--- src/rtl/mxm_pkg.sv ---
// ----------------------------------------------------------------------------
// mxm_pkg
// shared constants and types of the 4x4 fixed-point matrix multiplier
// ----------------------------------------------------------------------------
package mxm_pkg;

  localparam int unsigned Dim         = 4;
  localparam int unsigned IdxW        = $clog2(Dim);
  localparam int unsigned DataWidthDef = 32;
  localparam int unsigned FracBitsDef  = 16;

  typedef logic [IdxW-1:0] idx_t;

  // sequencer states, one-hot
  typedef enum logic [2:0] {
    StLoad  = 3'b001,
    StRun   = 3'b010,
    StDrain = 3'b100
  } mxm_state_e;

  // control that travels with the data into the multiply-accumulate lanes
  typedef struct packed {
    logic valid;
    logic first;
    logic last;
  } mac_ctrl_t;

endpackage

--- src/rtl/mxm_rnd_sat.sv ---
// ----------------------------------------------------------------------------
// mxm_rnd_sat
// round to nearest (ties up) and saturate the exact sums to the output format
// ----------------------------------------------------------------------------
module mxm_rnd_sat #(
  parameter int unsigned DATA_WIDTH = mxm_pkg::DataWidthDef,
  parameter int unsigned FRAC_BITS  = mxm_pkg::FracBitsDef,
  localparam int unsigned AccW      = 2 * DATA_WIDTH + 2
) (
  input  logic [mxm_pkg::Dim-1:0][AccW-1:0]       acc_i,
  output logic [mxm_pkg::Dim-1:0][DATA_WIDTH-1:0] res_o
);
  import mxm_pkg::*;

  localparam logic [AccW-1:0] Half =
    {{(AccW - FRAC_BITS){1'b0}}, 1'b1, {(FRAC_BITS - 1){1'b0}}};
  localparam logic signed [AccW-1:0] MaxV =
    {{(AccW - DATA_WIDTH + 1){1'b0}}, {(DATA_WIDTH - 1){1'b1}}};
  localparam logic signed [AccW-1:0] MinV =
    {{(AccW - DATA_WIDTH + 1){1'b1}}, {(DATA_WIDTH - 1){1'b0}}};

  logic signed [AccW-1:0] sum   [Dim];
  logic signed [AccW-1:0] shft  [Dim];

  always_comb begin
    for (int r = 0; r < Dim; r++) begin
      sum[r]  = $signed(acc_i[r]) + $signed(Half);
      shft[r] = sum[r] >>> FRAC_BITS;
      if (shft[r] > MaxV) begin
        res_o[r] = MaxV[DATA_WIDTH-1:0];
      end else if (shft[r] < MinV) begin
        res_o[r] = MinV[DATA_WIDTH-1:0];
      end else begin
        res_o[r] = shft[r][DATA_WIDTH-1:0];
      end
    end
  end

endmodule

--- config.mk ---
export PLATFORM = sky130hd
export DESIGN_NAME = mxm_rnd_sat
export DESIGN_NICKNAME = d
export VERILOG_FILES = /design/src/rtl/mxm_pkg.sv /design/src/rtl/mxm_rnd_sat.sv
export SDC_FILE = /design/constraint.sdc
export NUM_CORES = 1
export LEC_CHECK = 0
export BUFFER_PORTS_ARGS = -buffer_cell sky130_fd_sc_hd__buf_4
export CAP_MARGIN = 0
export CORE_MARGIN = 2
export CORE_UTILIZATION = 25
export DETAILED_ROUTE_END_ITERATION = 8
export PLACE_DENSITY = 0.55
export SLEW_MARGIN = 20
export SYNTH_ARGS = -nofsm -noshare
export SYNTH_HDL_FRONTEND = slang
export SYNTH_SLANG_ARGS = --single-unit
--- constraint.sdc ---
create_clock -name vclk -period 12.65
set_input_delay 2.53 -clock vclk [all_inputs]
set_output_delay 2.53 -clock vclk [all_outputs]
set_load 0.005 [all_outputs]
==> impl_metrics.yaml <==
synthesis:
  synth_area_leaders: "xor2_1, xnor2_1, nand3_1, nand4_1, o21ai_0"
  synth_nets: 1175
  syn_inst: 907
  synth_commonest_cells: "nand3_1, xor2_1, nand2_1, xnor2_1, o21ai_0"
  synth_most_common_cell: "nand3_1"
  synth_top_cell_area_share: 0.131
  syn_area_um2: 5640
  ys_seq_area_frac: 0
  ys_warn_count: 0
  yosys.area.top_type: "xor2_1"
  synth_cell_types: 67
  avgSynthCellArea_um2: 6.21
detailed_routing:
  vias: 8016
  first_pass_iters: 5
  drtIter0Drc: 520
  drc: 0
  wirelength_mm: 23.4
  wl_per_cell_um: 15.8
  vias_per_cell: 5.41
  ant_nets: 0
layout:
  multiInputGateArea_um2: 5390
  seqCellArea_um2: 0
  n_fill_cell: 2402
  clkbuf_count: 0
  antenna_cells: 0
  syn_to_final_growth_pct: 48.5
  seq_cells: 0
  finalNetCount: 1473
  drive_gt1_frac: 0.309
floorplan:
  pin_count: 392
  die_x_um: 154
  die_height_um: 154
  dieArea_um2: 23800
  fp.coreArea_um2: 22000
  num_rows: 54
  floorplan.initialDensity: 0.257
timing:
  rsz0062_at_grt: "false"
  max_slew_margin: 0.289
  fin_crit_sh: 0.679
  slew_viol_final: 0
  hold_viol: 0
  tightest_slew_ns: 1.07
  setup_viol: 0
  fmax_mhz: 116
  min_period_ns: 8.59
  tns_ns: 0
grt:
  grtUsageTotal: 0.181
  gr-total-overflow: 0
  grt_pass1_vias: 7472
  antenna_found_initial: 0
  grt_pass1_wl_mm: 37.4
  grt_max_degree: 32
worst_setup_path:
  startpoint_type: "primary input"
  crit_required_ns: 10.12
  crit_path_end_kind: "primary output"
  path_max_fanout: 31
  cp.arrival_ns: 6.06
  worstSetupPathType: "primary input to primary output"
clock_tree:
  post-cts-setup-buffer-count: 0
  hold_buffers: 0
  cts_resized: 0
run_status:
  status: "complete, no violations"
hold_path:
  min_path_type: "primary input to primary output"
pwr:
  power_w: 0.000218
  ir_worst_vdd_mv: 0.0128
  leakage_nw: 3.22
  power_density_nw_per_um2: 26.0
placed_design:
  gp_congestion: 0.889
  port_buffers: 332
  place_hpwl_mm: 19.4
run:
  cap_viol_max_count: 0
[path summary, 6_finish.rpt]
kind        from  depth (start not counted)  slack [ns]          to
max    acc_i[33]                         10        4.06    res_o[0]
min   acc_i[263]                          3        5.34  res_o[127]
[placed cells by master (no fill, tap or decap), types with 3 or more instances in the layout]
master / netlist / final
nand3_1: 95 / 95
buf_4: 3 / 341
a31oi_1: 14 / 12
xnor2_1: 69 / 69
ha_1: 4 / 4
nand4_1: 65 / 65
o21bai_1: 3 / 3
o21ai_0: 68 / 68
o41ai_1: 4 / 4
xor2_1: 84 / 84
nor2_1: 51 / 51
and3_1: 52 / 52
nor3b_1: 3 / 3
inv_1: 19 / 19
nor4_1: 29 / 29
o2111ai_1: 3 / 3
a211oi_1: 7 / 7
nor3_1: 24 / 24
mux2i_1: 4 / 4
o21ai_1: 28 / 28
o21ai_2: 9 / 9
o211ai_1: 3 / 3
o31ai_1: 3 / 3
mux2_2: 3 / 3
nand2_1: 80 / 80
nand4b_1: 4 / 4
o31a_1: 4 / 3
and2_1: 10 / 10
and4_1: 24 / 24
a21oi_1: 40 / 39
or4_1: 6 / 6
or3_1: 11 / 11
[critical path, cell delays in order]
cell and delay [ns]:
buf_4 0.11, and4_1 0.28, nand4_1 0.15, nor4_1 0.71, nand3_1 0.26, or3_1 0.40, a211oi_1 0.28, a41o_1 0.93
a21oi_1 0.21, buf_4 0.19
[power breakdown]
group	internal (W)	leakage, nW	switching (W)
registers	0	0	0
clock network	0	0	0
logic	0.000111	3.22	0.000107
[final cells by class]
cell class | count | share of cell area
well taps | 280 | 0.0419
inverters | 19 | 0.00852
repair buffers | 341 | 0.306
multi-input cells | 843 | 0.644
[metal layers]
layer	vias to the layer above	share of wire	global-route usage
met4	0	0.0061	0.0120
met2	260	0.48	0.324
met1	3710	0.45	0.241
met3	8	0.071	0.0265
li1	4038	-	-
met5	-	0	0
[per-stage QoR]
stage,utilization,worst slack [ns],hold WS [ns],cells,area (um2)
6_report,0.381,4.06,5.34,1483,8370
5_1_grt,0.381,3.82,5.36,1483,8370
4_1_cts,0.381,3.81,5.34,1483,8360
3_5_place_dp,0.381,3.81,5.34,1483,8360
3_3_place_gp,0.381,3.74,5.34,1483,8360
2_1_floorplan,-,5.18,5.13,907,5640
[logic make-up (layout without fill, tap and decap cells)]
family	count (synthesis)	in the layout	share of synthesized area
compound gates	207	207	0.226
xor+xnor	153	153	0.238
buf+inv	64	360	0.0491
mux	7	7	0.0131
fa+ha+maj	4	4	0.00888
simple gates	472	472	0.466
Note: power is estimated with default switching activity, not from simulation.
