==> src/rtl/mxm_pkg.sv <==
// ----------------------------------------------------------------------------
// mxm_pkg
// shared constants and types of the 4x4 fixed-point matrix multiplier
// ----------------------------------------------------------------------------
package mxm_pkg;

  localparam int unsigned Dim         = 4;
  localparam int unsigned IdxW        = $clog2(Dim);
  localparam int unsigned DataWidthDef = 32;
  localparam int unsigned FracBitsDef  = 16;

  typedef logic [IdxW-1:0] idx_t;

  // sequencer states, one-hot
  typedef enum logic [2:0] {
    StLoad  = 3'b001,
    StRun   = 3'b010,
    StDrain = 3'b100
  } mxm_state_e;

  // control that travels with the data into the multiply-accumulate lanes
  typedef struct packed {
    logic valid;
    logic first;
    logic last;
  } mac_ctrl_t;

endpackage

==> src/rtl/mxm_col_mem.sv <==
// ----------------------------------------------------------------------------
// mxm_col_mem
// one-column-per-entry store, one write and one registered read port
// ----------------------------------------------------------------------------
module mxm_col_mem #(
  parameter int unsigned WIDTH = mxm_pkg::Dim * mxm_pkg::DataWidthDef
) (
  input  logic             clk_i,
  input  logic             we_i,
  input  mxm_pkg::idx_t    waddr_i,
  input  logic [WIDTH-1:0] wdata_i,
  input  logic             re_i,
  input  mxm_pkg::idx_t    raddr_i,
  output logic [WIDTH-1:0] rdata_o
);
  import mxm_pkg::*;

  logic [WIDTH-1:0] mem_q [Dim];
  logic [WIDTH-1:0] rdata_q;

  always_ff @(posedge clk_i) begin
    if (we_i) begin
      mem_q[waddr_i] <= wdata_i;
    end
    if (re_i) begin
      rdata_q <= mem_q[raddr_i];
    end
  end

  assign rdata_o = rdata_q;

endmodule

==> config.mk <==
export PLATFORM = sky130hd
export DESIGN_NAME = mxm_col_mem
export DESIGN_NICKNAME = d
export VERILOG_FILES = /design/src/rtl/mxm_pkg.sv /design/src/rtl/mxm_col_mem.sv
export SDC_FILE = /design/constraint.sdc
export NUM_CORES = 1
export LEC_CHECK = 0
export BUFFER_PORTS_ARGS = -buffer_cell sky130_fd_sc_hd__clkbuf_2
export CORE_AREA = 2 2 240 242
export DETAILED_ROUTE_END_ITERATION = 16
export DIE_AREA = 0 0 242 244
export PLACE_DENSITY = 0.68
export REMOVE_ABC_BUFFERS = 1
export SETUP_SLACK_MARGIN = 0.05
export SLEW_MARGIN = 40
export SYNTH_ARGS = -nofsm -noshare
export SYNTH_HDL_FRONTEND = slang
export SYNTH_SLANG_ARGS = --single-unit
==> constraint.sdc <==
create_clock -name clk_i -period 28.8 [get_ports clk_i]
set_input_delay 0 -clock clk_i [delete_from_list [all_inputs] [get_ports clk_i]]
set_output_delay 0 -clock clk_i [all_outputs]
set_load 0.05 [all_outputs]
==> metrics.md, run 1 <==
| Metric | Value |
|---|---|
| Final Core Density | `0.501` |
| CORE AREA | `between 0.05 and 0.06 mm2` |
| Top post-synthesis cells by area | `edfxtp_1 86%, mux4_2 13%, buf_12 0.89%` |
| Outcome | `finished clean` |
| Rel. slew slack | `0.448` |
| Worst path cell trace | `dlygate4sd3_1 > clkbuf_2 > and3b_4 > buf_4 > buf_4` |
| Wire length per cell | `approximately 21 um` |
| Top-area cell type share of the netlist area | `0.856` |
| Global Route Usage Sum | `0.152` |
| Slowest cell on crit path | `buf_4` |
| Signal arrival time at the worst endpoint | `2860 ps` |
| Reg area | `a little under 0.02 mm2` |
| P_leak | `roughly 0.0096 uW` |
| Tmin final | `between 2000 and 3000 ps` |
| Largest area contributor in the netlist | `edfxtp_1` |
| H-tree levels | `3` |
| CP endpoint kind | `flip-flop` |
| Seq cells post-synth | `640` |
| Worst Path Required | `~29000 ps` |
| Filler cells | `between 4000 and 5000` |
| Hold worst-path end | `rdata_o[2]` |
| Final Net Count | `roughly 1400` |
| CP startpoint kind | `input port` |
| Pwr dens | `74.8 mW/mm2` |
| Share of cells above drive strength 1 | `0.394` |
| Final antenna-violating net count | `0` |
| Largest stage delay, worst path | `between 700 and 800 ps` |
| CTS Buf Count | `68` |
| GPL Wtd Cong | `around 0.69` |
| Initial Util | `0.400` |
| Setup_tns | `0 ps` |
| Max Cap Viol | `0` |
| Reg2reg path depth | `1` |
| Worst-path clk slew | `60 ps` |
| Tightest Pin Transition | `828 ps` |
| DR pass1 iterations | `4` |
| Post-synthesis cell area | `0.0224 mm2` |
| Port Buf Inserts | `262` |
| Setup bufs post-CTS | `0` |
| Reg-to-reg endpoint | `rdata_o[108]` |
| Drt initial violations | `587` |
| Critical Setup Path Class | `in2reg` |
| CTS tree | `done` |
| Post-DP HPWL | `24100 um` |
| Rows | `87` |
| Hold Path Stages | `2` |
| Mapped Avg Cell Area | `28.1 um2` |
| Most used cell, CP | `buf_4` |
| Routed wire length | `approximately 44000 um` |
| Netlist cell types | `9` |
| Vias | `about 10000` |
| Number of global-route vias before repair | `about 11000` |
| Total gr overflow | `0` |
| DIE HEIGHT | `244 um` |
| HP Start | `raddr_i[1]` |
| Worst Hold Class | `in2reg` |
| Multi-input logic area | `approximately 0.003 mm2` |
| Die W | `242 um` |
| Final slew viol count | `0` |
| Unrepaired setup endpoints after global routing | `false` |
| Clock Latency Late Sink | `600 ps` |
| Seq/Total Area, Yosys | `0.856` |
| Clock skew | `19.2 ps` |
| Layout area overhead | `25.3%` |
| Clock buffer depth | `3` |
| Number of I/O pins | `263` |
| Largest net degree at the start of global routing | `89` |
| # clock sinks | `640` |
| First-pass GRT wire length | `67000 um` |
| Final setup margin | `26160 ps` |
| Root Buffer | `clkbuf_16` |
| Worst vdd ir | `about 0.055 mV` |
| FF-to-FF setup slack | `~28000 ps` |
| Mapped Cells | `800` |
| Initial antenna violation count | `8` |
| Worst Path Max Fanout | `50` |
| Avg Vias per Cell | `around 4.9` |
| Crit path from | `waddr_i[0]` |
| Yosys warns | `0` |
| F_max | `around 380 MHz` |
| Final hold vios | `0` |
| Die area | `~0.059 mm2` |
| Residual DRC | `0` |
| Place WS | `~26000 ps` |
| Final period util | `0.0918` |
| R2R Path Start | `mem_q[2][108]` |
| Setup violations, final | `0` |
## cell usage in the layout, fill, tap and decap left out
| master | count |
|---|---|
| clkinv_1 | 9 |
| dlygate4sd3_1 | 131 |
| nor3b_2 | 1 |
| inv_6 | 4 |
| bufinv_16 | 5 |
| clkbuf_2 | 259 |
| clkinv_4 | 2 |
| buf_8 | 3 |
| buf_6 | 2 |
| buf_12 | 3 |
| and3_4 | 1 |
| clkbuf_16 | 71 |
| clkinvlp_4 | 4 |
| clkinv_8 | 2 |
| and3b_4 | 2 |
| buf_4 | 8 |
| diode_2 | 4 |
| clkinv_2 | 17 |
| edfxtp_1 | 640 |
| inv_8 | 1 |
| buf_16 | 1 |
| clkbuf_1 | 9 |
| mux4_2 | 128 |
## power breakdown
part / internal, uW / switching, uW
clock: 499 / 352
sequential: 1080 / 13.9
combinational: 55.2 / 100
## cells by family after synthesis
kind of cell,synth area share
buf+inv,0.0140
flops,0.856
mux,0.128
simple gates,0.00139
## synthesized netlist by cell type
cell type and n:
and3_1 1, nor3b_1 1, edfxtp_1 640, and3b_1 2
buf_12 10, buf_2 13, buf_6 4, mux4_2 128
clkbuf_1 1
## critical path: cells and delay by family
family | cells | cell delay (ps)
simple gates | 1 | 640
buf+inv | 4 | 2090
## worst max-delay path by stage
stage / end / slack [ps] / depth (start not counted)
floorplan: mem_q[0][0] / 18700 / 1
global placement: rdata_o[97] / 25700 / 4
detailed placement: mem_q[1][43] / 25890 / 4
CTS: mem_q[2][40] / 26000 / 5
global route: mem_q[1][40] / 26000 / 5
finish: mem_q[1][35] / 26160 / 5
## state kept, by name, indices dropped and copies added, names as in the netlist
name	flops
mem_q	512
rdata_o	128
## layout make-up
type / instances / area share
multi-input cells: 132 / 0.104
clock inverters: 44 / 0.0141
repair buffers: 407 / 0.100
flip-flops and latches: 640 / 0.683
diodes: 4 / 0.000356
clock buffers: 80 / 0.0644
well taps: 756 / 0.0336
## stage by stage
step / hold WS [ps] / std cells / area, um2 / total power [uW]
global placement: 214 / 1801 / 24500 / 1250
detailed placement: 220 / 1802 / 24600 / 1260
CTS: 83.7 / 2057 / 28100 / 2130
global route: 101 / 2062 / 28100 / 2180
floorplan: 98.9 / 772 / 22100 / 1200
finish: 60.2 / 2063 / 28100 / 2100
## metal layers
metal | up-vias | share of wire | GRT usage
li1 | 4404 | - | -
met3 | 65 | 0.060 | 0.0380
met2 | 293 | 0.51 | 0.258
met5 | - | 0.0013 | 0
met4 | 8 | 0.020 | 0.0545
met1 | 5237 | 0.41 | 0.191
## timing repair
| item | CTS | global route |
|---|---|---|
| gates resized for setup | 0 | 0 |
| endpoints found under the hold margin | 557 | 0 |
| hold buffers | 131 | 0 |
No activity file was read; power rests on OpenSTA's default activity.
==> run 2: changes to the inputs <==
ABC_AREA = 1   (was default)
CORE_AREA = 2 2 256 258   (was 2 2 240 242)
DIE_AREA = 0 0 258 260   (was 0 0 242 244)
PLACE_DENSITY = 0.7   (was 0.68)
clock period = 2.4 ns   (was 28.8 ns; I/O delays follow)
==> run 2 against run 1 <==
  * Wire length up 29%
  * Global-route usage up 1.7 points
  * Final cell count increased by 68%
  * Core utilization shrank 1.2 points
  * Non-clock buffer count rose by 15
  * Register-to-register slack worse by 26000 ps
  * Critical path depth unchanged
  * Count of clock-buffer cells in the layout grew 1
  * Design area increased by 11%
  * Total power grew to 12 times the previous value
  * Sequential share of layout area shrank 6.9 points
  * Largest cell class unchanged
==> metrics.md, run 2 <==
| Metric | Value |
|---|---|
| Outcome | `finished clean` |
| CTS Buf Count | `67 (-1.5%)` |
| Place WS | `731 ps (-25160 ps)` |
| Largest net degree at the start of global routing | `129 (+45%)` |
| Worst Path Required | `2630 ps (-26380 ps)` |
| Final Core Density | `0.488 (-0.0124)` |
| Rel. slew slack | `0.472 (+0.0236)` |
| Die area | `0.0671 mm2 (+14%)` |
| Mapped Cells | `2142 (+170%)` |
| Slowest cell on crit path | `dlygate4sd3_1` |
| Mapped Avg Cell Area | `11.9 um2 (-58%)` |
| First-pass GRT wire length | `88000 um (+31%)` |
| Post-DP HPWL | `32100 um (+33%)` |
| Biggest register | `mem_q` |
| Clock Latency Late Sink | `590 ps (about the same)` |
| Most instantiated cells after synthesis | `640 x edfxtp_1, 640 x nand2_1, 516 x inv_1` |
| CP startpoint kind | `input port` |
| Largest stage delay, worst path | `530 ps (-240 ps)` |
| Filler cells | `5393 (+20%)` |
| Max reg flops | `512 (unchanged)` |
| Wire length per cell | `16.4 um (-23%)` |
| Initial antenna violation count | `5 (-3)` |
| Routed wire length | `56800 um (+29%)` |
| Tmin final | `1540 ps` |
| Final slew viol count | `0 (unchanged)` |
| DR pass1 iterations | `5 (+1)` |
| Avg Vias per Cell | `4.63 (-4.6%)` |
| Placed Cells | `3204 (+78%)` |
| Clock skew | `17.6 ps (-1.68 ps)` |
| Setup violations, final | `0 (unchanged)` |
| Initial Util | `0.398 (-0.00187)` |
| CP delay by family, top | `buffers and inverters` |
| Post-synthesis cell area | `0.0255 mm2 (+14%)` |
| Share of cells above drive strength 1 | `0.155 (-0.240)` |
| DIE HEIGHT | `260 um (+6.6%)` |
| Root Buffer | `clkbuf_16` |
| Final Net Count | `2683 (+94%)` |
| Top-area cell type share of the netlist area | `0.754 (-0.103)` |
| Unrepaired setup endpoints after global routing | `false` |
| Total gr overflow | `0 (unchanged)` |
| GPL Wtd Cong | `0.728 (+5.0%)` |
| Vias | `16000 (+60%)` |
| Max Cap Viol | `0 (unchanged)` |
| Critical Setup Path Class | `in2reg` |
| P_leak | `0.0139 uW (+44%)` |
| # clock sinks | `640 (unchanged)` |
| Hold buffers post-CTS | `130 (-0.76%)` |
| Clock buffer depth | `3 (unchanged)` |
| Layout area overhead | `22.8%` |
| Netlist cell types | `9 (unchanged)` |
| Seq cells post-synth | `640 (unchanged)` |
| Residual DRC | `0 (unchanged)` |
| Number of I/O pins | `263 (unchanged)` |
| Buf/Inv on CP | `4 (unchanged)` |
| Final setup margin | `856 ps (-25300 ps)` |
| Drt initial violations | `1139 (+94%)` |
| Post-synth ARST share | `0 (unchanged)` |
| Pwr dens | `822 mW/mm2 (+1000%)` |
| Setup bufs post-CTS | `0 (unchanged)` |
| F_max | `between 600 and 700 MHz` |
| Port Buf Inserts | `262 (unchanged)` |
| Synth Flop Type | `edfxtp_1` |
| Rows | `93 (+6.9%)` |
| H-tree levels | `3 (unchanged)` |
| Commonest cells after routing, fill and taps aside | `640 x nand2_1, 640 x edfxtp_1, 515 x inv_1` |
| PostCTS Resize Cnt | `0 (unchanged)` |
| CTS tree | `done` |
| Number of global-route vias before repair | `16700 (+50%)` |
| Worst vdd ir | `0.591 mV (+970%)` |
| Worst-path clk slew | `60 ps (about the same)` |
| Total power | `25800 uW (+1100%)` |
| Worst Path Max Fanout | `52 (+4.0%)` |
| Final hold vios | `0 (unchanged)` |
| CORE AREA | `0.0641 mm2 (+14%)` |
| Worst path cell trace | `dlygate4sd3_1 > clkbuf_2 > inv_1 > nor3_2 > buf_12` |
| Seq/Total Area, Yosys | `0.754 (-0.103)` |
| Worst Hold Class | `in2reg` |
| Global Route Usage Sum | `0.169 (+0.0172)` |
| Die W | `258 um (+6.6%)` |
| Top post-synthesis cells by area | `edfxtp_1 75%, nand2_1 9.4%, inv_1 7.6%` |
| Final period util | `0.643` |
| Final antenna-violating net count | `0 (unchanged)` |
| Largest area contributor in the netlist | `edfxtp_1` |
| Number of synthesized flops with an enable pin | `640 (unchanged)` |
| Tightest Pin Transition | `792 ps (-35.4 ps)` |
| Final non-filler cell total | `3464 (+68%)` |
| CP endpoint kind | `flip-flop` |
| Signal arrival time at the worst endpoint | `1770 ps (-1090 ps)` |
| Yosys warns | `0 (unchanged)` |
-- run 2: cell types whose count changed in the layout (fill, tap and decap cells not counted), moves of 4 or more --
cell / before / now
buf_12: 3 / 22
nand3_1: 0 / 256
mux4_2: 128 / 0
nand2_1: 0 / 640
inv_1: 0 / 515
nor3_2: 0 / 4
-- run 2: report_power, final --
group	internal, uW	leakage [uW]	switching [uW]
Combinational	650	0.00681	1620
Clock	6080	0.00108	4240
Sequential	13000	0.00596	165
-- run 2: kinds of logic (layout without fill, tap and decap cells) --
| logic type | Yosys count | in the layout | synth area share |
|---|---|---|---|
| AND/OR/NAND/NOR | 900 | 900 | 0.145 |
| other | 0 | 7 | 0 |
| buffers and inverters | 602 | 1062 | 0.101 |
| flip-flops | 640 | 640 | 0.754 |
-- run 2: worst paths after layout --
| kind | startpoint | to | slack, ps | cells after the start |
|---|---|---|---|---|
| min | raddr_i[1] | rdata_o[83] | 50 | 4 |
| min reg2reg | mem_q[0][53] | rdata_o[53] | 600 | 4 |
| max | waddr_i[1] | mem_q[3][50] | 860 | 5 |
| max reg2reg | mem_q[2][116] | rdata_o[116] | 1440 | 4 |
-- run 2: per-layer routing --
layer	track usage	up-vias	share of wire
met4	0.0575	2	0.020
met3	0.0356	107	0.058
met1	0.208	7849	0.41
met2	0.296	439	0.51
met5	0	-	0.00019
li1	-	7638	-
-- run 2: stage by stage --
stage               cell area [um2]  setup TNS, ps  hold slack, ps
floorplan                     24900       -3671250            98.9
global placement              27800              0             211
detailed placement            27800              0             219
CTS                           31300              0            3.31
global route                  31300              0            39.5
finish                        31300              0            48.2
-- run 2: worst reg2reg max path, delay by kind of cell (launching register included) --
family | cells | cell delay (ps)
DFF | 1 | 370
and+or+nand+nor | 3 | 250
buffers and inverters | 1 | 70
-- run 2: cell type report --
type / instances / area, um2 / share of cell area
sequential: 640 / 19200 / 0.614
multi-input combinational: 900 / 3720 / 0.119
timing repair buffer: 422 / 3130 / 0.100
inverter: 517 / 1950 / 0.0623
clock buffer: 81 / 1770 / 0.0566
tap: 855 / 1070 / 0.0342
clock inverter: 42 / 437 / 0.0139
antenna: 7 / 17.5 / 0.000559
